==> config.mk <==
export PLATFORM = sky130hd
export DESIGN_NAME = bitmap_block_allocator_core
export DESIGN_NICKNAME = d
export VERILOG_FILES = /design/src/rtl/core/bba_pkg.sv /design/src/rtl/core/bba_map_ram.sv /design/src/rtl/core/bba_ctrl.sv /design/src/rtl/core/bitmap_block_allocator_core.sv
export VERILOG_INCLUDE_DIRS = /design/src /design/src/rtl/core
export SDC_FILE = /design/constraint.sdc
export NUM_CORES = 2
export LEC_CHECK = 0
export BUFFER_PORTS_ARGS = -buffer_cell sky130_fd_sc_hd__buf_4
export CAP_MARGIN = 10
export CORE_ASPECT_RATIO = 0.5
export CORE_UTILIZATION = 45
export DETAILED_ROUTE_END_ITERATION = 16
export GPL_TIMING_DRIVEN = 1
export PLACE_DENSITY_LB_ADDON = 0.12
export SYNTH_ARGS = -nofsm -noshare
export SYNTH_HDL_FRONTEND = slang
export SYNTH_SLANG_ARGS = --single-unit
export TNS_END_PERCENT = 10
==> constraint.sdc <==
create_clock -name clk -period 6.61 [get_ports clk]
set_input_delay 0.661 -clock clk [delete_from_list [all_inputs] [get_ports clk]]
set_output_delay 0.661 -clock clk [all_outputs]
set_load 0.05 [all_outputs]
==> src/rtl/core/bitmap_block_allocator_core_defines.svh <==
// ----------------------------------------------------------------------------
// Assertion macros for the bitmap block allocator
// Shared property wrappers clocked on clk and disabled during rst.
// ----------------------------------------------------------------------------
`ifndef BITMAP_BLOCK_ALLOCATOR_CORE_DEFINES_SVH
`define BITMAP_BLOCK_ALLOCATOR_CORE_DEFINES_SVH

// Same-cycle implication.
`define BBA_ASSERT_NOW(label, ante, cons, msg) \
  label: assert property (@(posedge clk) disable iff (rst) (ante) |-> (cons)) \
    else $error(msg);

// Next-cycle implication.
`define BBA_ASSERT_NEXT(label, ante, cons, msg) \
  label: assert property (@(posedge clk) disable iff (rst) (ante) |=> (cons)) \
    else $error(msg);

`endif

==> src/rtl/core/bba_pkg.sv <==
// ----------------------------------------------------------------------------
// bba_pkg
// Types and constants shared by the bitmap block allocator modules.
// ----------------------------------------------------------------------------
package bba_pkg;

  localparam int NUM_BLOCKS_DEF = 1024;
  localparam int WORD_W         = 32;
  localparam int BLK_W          = 10;
  localparam int CNT_OUT_W      = 11;

  localparam logic [1:0] ACT_ALLOC = 2'd0;
  localparam logic [1:0] ACT_FREE  = 2'd1;
  localparam logic [1:0] ACT_TEST  = 2'd2;

  typedef enum logic [2:0] {
    ST_CLEAR,
    ST_IDLE,
    ST_SCAN,
    ST_READ,
    ST_DONE
  } st_t;

  typedef struct packed {
    logic                 status;
    logic [BLK_W-1:0]     granted_block;
    logic                 old_bit;
    logic [CNT_OUT_W-1:0] free_count;
  } res_t;

endpackage

==> src/rtl/core/bba_map_ram.sv <==
// ----------------------------------------------------------------------------
// bba_map_ram
// Word-wide used-bit map: one write port, one read port, registered read.
// ----------------------------------------------------------------------------
module bba_map_ram import bba_pkg::*; #(
  parameter int DEPTH = 32,
  parameter int AW    = 5
) (
  input  logic              clk,
  input  logic              wr_en,
  input  logic [AW-1:0]     wr_addr,
  input  logic [WORD_W-1:0] wr_data,
  input  logic              rd_en,
  input  logic [AW-1:0]     rd_addr,
  output logic [WORD_W-1:0] rd_data
);

  logic [WORD_W-1:0] mem [DEPTH];

  always_ff @(posedge clk) begin
    if (wr_en) begin
      mem[wr_addr] <= wr_data;
    end
  end

  always_ff @(posedge clk) begin
    if (rd_en) begin
      rd_data <= mem[rd_addr];
    end
  end

endmodule

==> src/rtl/core/bba_ctrl.sv <==
// ----------------------------------------------------------------------------
// bba_ctrl
// Sequencer: clears the map after reset, scans words for allocate, does
// read-modify-write of one word for free and reads one word for test.
// ----------------------------------------------------------------------------
module bba_ctrl import bba_pkg::*; #(
  parameter int NUM_BLOCKS = NUM_BLOCKS_DEF,
  parameter int WORD_COUNT = (NUM_BLOCKS + WORD_W - 1) / WORD_W,
  parameter int WORD_AW    = (WORD_COUNT > 1) ? $clog2(WORD_COUNT) : 1
) (
  input  logic               clk,
  input  logic               rst,
  input  logic               in_valid,
  output logic               in_ready,
  input  logic [1:0]         action,
  input  logic [BLK_W-1:0]   block_number,
  output logic               res_valid,
  input  logic               res_ready,
  output res_t               res,
  output logic               wr_en,
  output logic [WORD_AW-1:0] wr_addr,
  output logic [WORD_W-1:0]  wr_data,
  output logic               rd_en,
  output logic [WORD_AW-1:0] rd_addr,
  input  logic [WORD_W-1:0]  rd_data
);

  localparam int          CNT_W = $clog2(NUM_BLOCKS + 1);
  localparam logic [31:0] NUM_L = 32'(NUM_BLOCKS);

  function automatic logic [4:0] lowest_zero(input logic [WORD_W-1:0] w);
    logic [4:0] pos;
    pos = '0;
    for (int i = WORD_W - 1; i >= 0; i--) begin
      if (!w[i]) begin
        pos = 5'(i);
      end
    end
    return pos;
  endfunction

  st_t                state, state_next;
  logic [WORD_AW-1:0] clr_idx, clr_idx_next;
  logic [WORD_AW-1:0] scan_idx, scan_idx_next;
  logic [1:0]         act, act_next;
  logic [BLK_W-1:0]   blk, blk_next;
  logic [CNT_W-1:0]   count, count_next;
  logic               status, status_next;
  logic [BLK_W-1:0]   granted, granted_next;
  logic               old_bit, old_bit_next;

  logic [15:0]        in_word, blk_word;
  logic               in_range;
  logic [4:0]         pos;
  logic [31:0]        gnt_full;
  logic [31:0]        cnt_full;
  logic               bit_now;

  assign in_word  = {11'd0, block_number[9:5]};
  assign blk_word = {11'd0, blk[9:5]};
  assign in_range = {22'd0, block_number} < NUM_L;
  assign pos      = lowest_zero(rd_data);
  assign gnt_full = 32'({scan_idx, pos});
  assign cnt_full = 32'(count);
  assign bit_now  = rd_data[blk[4:0]];

  assign res.status        = status;
  assign res.granted_block = granted;
  assign res.old_bit       = old_bit;
  assign res.free_count    = cnt_full[CNT_OUT_W-1:0];

  always_ff @(posedge clk) begin
    if (rst) begin
      state   <= ST_CLEAR;
      clr_idx <= '0;
      count   <= CNT_W'(NUM_BLOCKS);
    end else begin
      state   <= state_next;
      clr_idx <= clr_idx_next;
      count   <= count_next;
    end
  end

  always_ff @(posedge clk) begin
    scan_idx <= scan_idx_next;
    act      <= act_next;
    blk      <= blk_next;
    status   <= status_next;
    granted  <= granted_next;
    old_bit  <= old_bit_next;
  end

  always_comb begin
    state_next    = state;
    clr_idx_next  = clr_idx;
    scan_idx_next = scan_idx;
    act_next      = act;
    blk_next      = blk;
    count_next    = count;
    status_next   = status;
    granted_next  = granted;
    old_bit_next  = old_bit;
    in_ready      = 1'b0;
    res_valid     = 1'b0;
    wr_en         = 1'b0;
    wr_addr       = scan_idx;
    wr_data       = rd_data;
    rd_en         = 1'b0;
    rd_addr       = scan_idx;
    case (state)
      ST_CLEAR: begin
        wr_en   = 1'b1;
        wr_addr = clr_idx;
        wr_data = '0;
        if (clr_idx == WORD_AW'(WORD_COUNT - 1)) begin
          state_next = ST_IDLE;
        end else begin
          clr_idx_next = clr_idx + WORD_AW'(1);
        end
      end
      ST_IDLE: begin
        in_ready = 1'b1;
        if (in_valid) begin
          act_next     = action;
          blk_next     = block_number;
          status_next  = 1'b0;
          granted_next = '0;
          old_bit_next = 1'b0;
          state_next   = ST_DONE;
          case (action)
            ACT_ALLOC: begin
              if (count == '0) begin
                status_next = 1'b1;
              end else begin
                rd_en         = 1'b1;
                rd_addr       = '0;
                scan_idx_next = '0;
                state_next    = ST_SCAN;
              end
            end
            ACT_FREE, ACT_TEST: begin
              if (in_range) begin
                rd_en      = 1'b1;
                rd_addr    = in_word[WORD_AW-1:0];
                state_next = ST_READ;
              end
            end
            default: begin
              state_next = ST_DONE;
            end
          endcase
        end
      end
      ST_SCAN: begin
        if (rd_data != '1) begin
          wr_en        = 1'b1;
          wr_addr      = scan_idx;
          wr_data      = rd_data | (WORD_W'(1) << pos);
          count_next   = count - CNT_W'(1);
          granted_next = gnt_full[BLK_W-1:0];
          state_next   = ST_DONE;
        end else begin
          scan_idx_next = scan_idx + WORD_AW'(1);
          rd_en         = 1'b1;
          rd_addr       = scan_idx + WORD_AW'(1);
        end
      end
      ST_READ: begin
        old_bit_next = bit_now;
        if (act == ACT_FREE && bit_now) begin
          wr_en      = 1'b1;
          wr_addr    = blk_word[WORD_AW-1:0];
          wr_data    = rd_data & ~(WORD_W'(1) << blk[4:0]);
          count_next = count + CNT_W'(1);
        end
        state_next = ST_DONE;
      end
      ST_DONE: begin
        res_valid = 1'b1;
        if (res_ready) begin
          state_next = ST_IDLE;
        end
      end
      default: begin
        state_next = ST_IDLE;
      end
    endcase
  end

endmodule

==> src/rtl/core/bitmap_block_allocator_core.sv <==
// ----------------------------------------------------------------------------
// bitmap_block_allocator_core
// First-fit block allocator over a one-bit-per-block used map.
// ----------------------------------------------------------------------------
// Requests arrive on the s_ stream: s_tuser carries the action (allocate,
// free, test) and s_tdata the block number. Each request gives exactly one
// response on the m_ stream with status, granted block, old bit and the free
// count after the request.
// The map is held in a memory of 32-bit words with a registered read. A free or
// test reads its word in ST_READ before the response, or goes straight to the
// response when the block number is out of range. An allocate scans the words
// from the lowest one up, one word per cycle, up to the first word with a free
// bit (32 words with 1024 blocks). A failing allocate or an idle action goes
// straight to the response. s_tready rises again in the cycle after the
// response is loaded, so a new request is taken only once the last one is done.
// After reset a clearing pass writes every map word to zero, one word per
// cycle (32 words with 1024 blocks); s_tready stays low during it.
// Responses sit in an output register. While the receiver stalls, one more
// request is taken and worked on; it waits finished until the register frees.
// ----------------------------------------------------------------------------
`include "bitmap_block_allocator_core_defines.svh"

module bitmap_block_allocator_core import bba_pkg::*; #(
  parameter int NUM_BLOCKS = NUM_BLOCKS_DEF
) (
  input  logic        clk,
  input  logic        rst,
  input  logic        s_tvalid,
  output logic        s_tready,
  input  logic [15:0] s_tdata,   // [9:0] block_number, [15:10] zero
  input  logic [1:0]  s_tuser,   // [1:0] action
  output logic        m_tvalid,
  input  logic        m_tready,
  output logic [23:0] m_tdata,   // [9:0] granted_block, [10] old_bit,
                                 // [21:11] free_count, [23:22] zero
  output logic [0:0]  m_tuser    // [0] status
);

  localparam int WORD_COUNT = (NUM_BLOCKS + WORD_W - 1) / WORD_W;
  localparam int WORD_AW    = (WORD_COUNT > 1) ? $clog2(WORD_COUNT) : 1;

  logic               res_valid, res_ready;
  res_t               res, res_q;
  logic               wr_en, rd_en;
  logic [WORD_AW-1:0] wr_addr, rd_addr;
  logic [WORD_W-1:0]  wr_data, rd_data;

  bba_ctrl #(
    .NUM_BLOCKS (NUM_BLOCKS),
    .WORD_COUNT (WORD_COUNT),
    .WORD_AW    (WORD_AW)
  ) u_ctrl (
    .clk          (clk),
    .rst          (rst),
    .in_valid     (s_tvalid),
    .in_ready     (s_tready),
    .action       (s_tuser),
    .block_number (s_tdata[BLK_W-1:0]),
    .res_valid    (res_valid),
    .res_ready    (res_ready),
    .res          (res),
    .wr_en        (wr_en),
    .wr_addr      (wr_addr),
    .wr_data      (wr_data),
    .rd_en        (rd_en),
    .rd_addr      (rd_addr),
    .rd_data      (rd_data)
  );

  bba_map_ram #(
    .DEPTH (WORD_COUNT),
    .AW    (WORD_AW)
  ) u_map (
    .clk     (clk),
    .wr_en   (wr_en),
    .wr_addr (wr_addr),
    .wr_data (wr_data),
    .rd_en   (rd_en),
    .rd_addr (rd_addr),
    .rd_data (rd_data)
  );

  assign res_ready = !m_tvalid || m_tready;

  always_ff @(posedge clk) begin
    if (rst) begin
      m_tvalid <= 1'b0;
    end else if (res_valid && res_ready) begin
      m_tvalid <= 1'b1;
    end else if (m_tready) begin
      m_tvalid <= 1'b0;
    end
  end

  always_ff @(posedge clk) begin
    if (res_valid && res_ready) begin
      res_q <= res;
    end
  end

  assign m_tdata    = {2'b00, res_q.free_count, res_q.old_bit, res_q.granted_block};
  assign m_tuser[0] = res_q.status;

  `BBA_ASSERT_NOW(a_ready_excl, s_tready, !res_valid && !rd_en || s_tvalid,
    "Sequencer takes a request while a response is pending.")
  `BBA_ASSERT_NOW(a_fail_empty, m_tvalid && res_q.status,
    res_q.granted_block == '0 && res_q.old_bit == 1'b0,
    "Failed allocate carries a block number or old bit.")
  `BBA_ASSERT_NEXT(a_load_shows, res_valid && res_ready, m_tvalid,
    "Loaded response is not presented on the output.")

endmodule

==> impl_metrics.ini <==
[outcome]
status = completed

[job]
max-cap-violations = 0

[synth]
synthXorXnorAreaFrac_pct = 0.269
synth_top_area_cell = edfxtp_1
synthCells = 3216
async_reset_ff_share_pct = 0
synth-compound-area-share_pct = 7.84
synth_fa_ha_area_share_pct = 0.428
synth-simple-area-share_pct = 10.7
synth_seq_cells = 1128
synth_top_area_share_pct = 72.9
ys_types = 84
synth_top_family_by_area = simple AND/OR/NAND/NOR gates
avgSynthCellArea_um2 = 14.2
synth_edf_count = 1108
synth_area_leaders = edfxtp_1 73%, nand2_1 5.5%, mux2i_1 2.8%
synth_flop_cell = edfxtp_1
yosysWarnings = 0
synth_area_um2 = 45600
yosysSeqAreaShare_pct = 73.8
yosys-mux-area-fraction_pct = 4.76

[sta]
finalClockSkew_ns = 0.0283
hold_viol = 0
drv_slew = 0
post-route-min-period_ns = 5.22
timing.fmax_mhz = 192
min_period_over_period_pct = 79.0
rsz0062_at_grt = no
setup_viol = 0
tns_ns = 0
worst_slew_pin_slew_ns = 1.23
relSlewSlack_pct = 17.7

[placed_design]
placed_area_um2 = 48500
dp_hpwl_um = 75400
placed_cells = 4521
io_buffers = 40
gp_congestion = 0.932

[final_layout]
fillers = 8288
fin_area_um2 = 52000
stdcell_count = 4707
nNetsFinal = 3320
areaGrowthSynthToFinish_pct = 13.9
layout-drive-gt1-share_pct = 14.2
antennaDiodeCount = 0
final_core_util_pct = 51.8

[worst_setup_path]
worstPathMaxFanout = 21
rr_startpoint = u_ctrl.blk[0]
path_delay_family = simple AND/OR/NAND/NOR gates
crit_chain = mux4_2 -> mux4_2 -> mux2i_1 -> nor4b_2 -> buf_4 -> nor2_4 -> a221o_1 -> nand2_1 -> nor2_4 -> buf_12
cpPeakStageDelay_ns = 0.84
rr_endpoint = u_map.mem[18][22]
critical_path_buf_inv_count = 2
cp-end-kind = flop
r2r_setup_slack_ns = 1.39
worstPathRequired_ns = 6.98
startpoint_type = flop
cp_slowest_cell = edfxtp_1
arrival_ns = 5.59
path_class = reg2reg
worst_r2r_path_depth = 10

[clocking]
clkLatencyLatePin_ns = 0.70
cts_hold_buf = 0
htree_levels = 3
path_clk_slew_ns = 0.07
cts_resized = 0
post_cts_buffers = 0
cts_root_buf = clkbuf_16
numCtsBuffers = 100
clock-sinks = 1128
cts_tree = yes
cts.path.max_buffers = 3

[drt]
post_drt_wl_per_cell_um = 27.6
drcViolationCount = 0
routed_via_density = 6.01
totalWireLength_um = 130000
vias = 28300
drtPass1Iterations = 6
postRouteAntennaNets = 0
drt-initial-drc-count = 3490

[floorplanning]
die_area_um2 = 103000
core_um2 = 100000
die_w_um = 452
io-pin-count = 49
die_h_um = 227
start_util_pct = 45.5
rows = 82

[power]
ir_drop_mv = 0.174
leakage_nw = 17.5
pwr_density_cell_nw_per_um2 = 273
total_power_mw = 14.2

[global_route]
grt_pass1_wl_um = 185000
gr-total-overflow = 0
first_global_vias = 26100
grt_antenna_before_repair = 0
grt_usage_pct = 25.1
grt_max_degree = 110

[min_path]
hold_depth = 1
worst_hold_path_type = in2reg
min_to = u_ctrl.blk[4]
min_from = s_tdata[4]
-- power breakdown --
| group | internal [mW] | switching [mW] | leakage (nW) |
|---|---|---|---|
| Combinational | 0.0372 | 0.119 | 5.63 |
| Sequential | 7.82 | 0.0180 | 10.1 |
| Clock | 3.55 | 2.65 | 1.69 |
-- cells in the final DEF (no fill, tap or decap), drive strengths merged, types with 4 or more instances in the layout --
master,netlist,layout
a21o,5,5
clkinv,1,43
a211o,30,30
nor4,6,6
o211ai,8,8
xnor2,4,4
mux4,10,10
nor2b,9,9
nand2,667,667
nand4,47,47
and3,35,35
a31oi,76,76
a32oi,121,121
mux2i,127,127
and2,10,10
ha,14,14
mux2,60,60
nor2,184,184
bufinv,0,16
a21oi,89,89
xor2,10,10
clkbuf,102,117
a22o,4,4
edfxtp,1108,1108
o21ai,92,92
nor3,12,12
o31ai,9,9
buf,95,161
nand3,127,127
o21a,5,5
a211oi,4,4
inv,23,27
dfxtp,20,20
nand4b,4,4
a32o,31,31
or3,14,14
-- layer usage --
layer	share of wire [%]	vias up	global-route usage (%)
li1	-	12400	-
met1	47	14600	39.0
met2	42	1140	35.8
met3	8.9	158	5.21
met4	2.0	0	5.71
met5	0	-	0
-- final cells by class --
cell class / instances / area, um2 / area share, %
repair buffers: 161 / 1590 / 3.05
inverters: 24 / 90.1 / 0.173
multi-input cells: 1868 / 11500 / 22.1
well taps: 1344 / 1680 / 3.24
clock buffers: 117 / 2690 / 5.18
clock inverters: 65 / 759 / 1.46
flip-flops and latches: 1128 / 33700 / 64.8
-- synthesized netlist by cell type (45+ instances only) --
| library cell | instances |
|---|---|
| a21oi_1 | 88 |
| a31oi_1 | 76 |
| a32oi_1 | 121 |
| buf_2 | 60 |
| clkbuf_1 | 101 |
| edfxtp_1 | 1108 |
| mux2_2 | 60 |
| mux2i_1 | 127 |
| nand2_1 | 667 |
| nand3_1 | 127 |
| nand4_1 | 45 |
| nor2_1 | 181 |
| o21ai_0 | 91 |
-- how the worst max path moves through the flow --
stage,from,to,slack (ns),cells after the start
6_report,u_ctrl.blk[0],u_map.mem[18][22],1.39,10
5_1_grt,u_ctrl.blk[0],u_map.mem[16][19],1.26,10
4_1_cts,u_ctrl.blk[0],u_map.mem[16][19],1.42,10
3_5_place_dp,u_ctrl.blk[0],u_map.mem[16][28],1.45,10
3_3_place_gp,u_ctrl.blk[0],u_map.mem[16][28],1.49,10
2_1_floorplan,u_ctrl.blk[0],u_map.mem[16][0],2.03,11
-- per-stage QoR --
stage / hold WS (ns) / setup WS (ns)
floorplan: 0.400 / 2.03
global placement: 0.406 / 1.49
detailed placement: 0.405 / 1.45
CTS: 0.106 / 1.42
global route: 0.108 / 1.26
finish: 0.145 / 1.39
-- worst register-to-register path: stages (launching register included) --
cell and delay (ns):
edfxtp_1 0.84, mux4_2 0.60, mux4_2 0.50, mux2i_1 0.34
nor4b_2 0.09, buf_4 0.21, nor2_4 0.47, a221o_1 0.27
nand2_1 0.47, nor2_4 0.73, buf_12 0.35
-- flip-flops by register name (all words and copies together) (netlist names) --
register	count
u_ctrl.state	3
m_tvalid	1
u_ctrl.status	1
u_map.rd_data	32
u_ctrl.scan_idx	5
u_ctrl.blk	10
u_ctrl.count	11
u_ctrl.clr_idx	5
u_map.mem	1024
u_ctrl.granted	10
m_tdata	22
u_ctrl.act	2
u_ctrl.old_bit	1
m_tuser	1
-- logic make-up after synthesis --
family,after synthesis
AND/OR/NAND/NOR,1136
flip-flops,1128
AO/OA/AOI/OAI,504
buffers and inverters,221
multiplexers,197
adder cells (fa/ha/maj),15
XOR/XNOR,14
other,1
(Power assumes the default switching activity.)
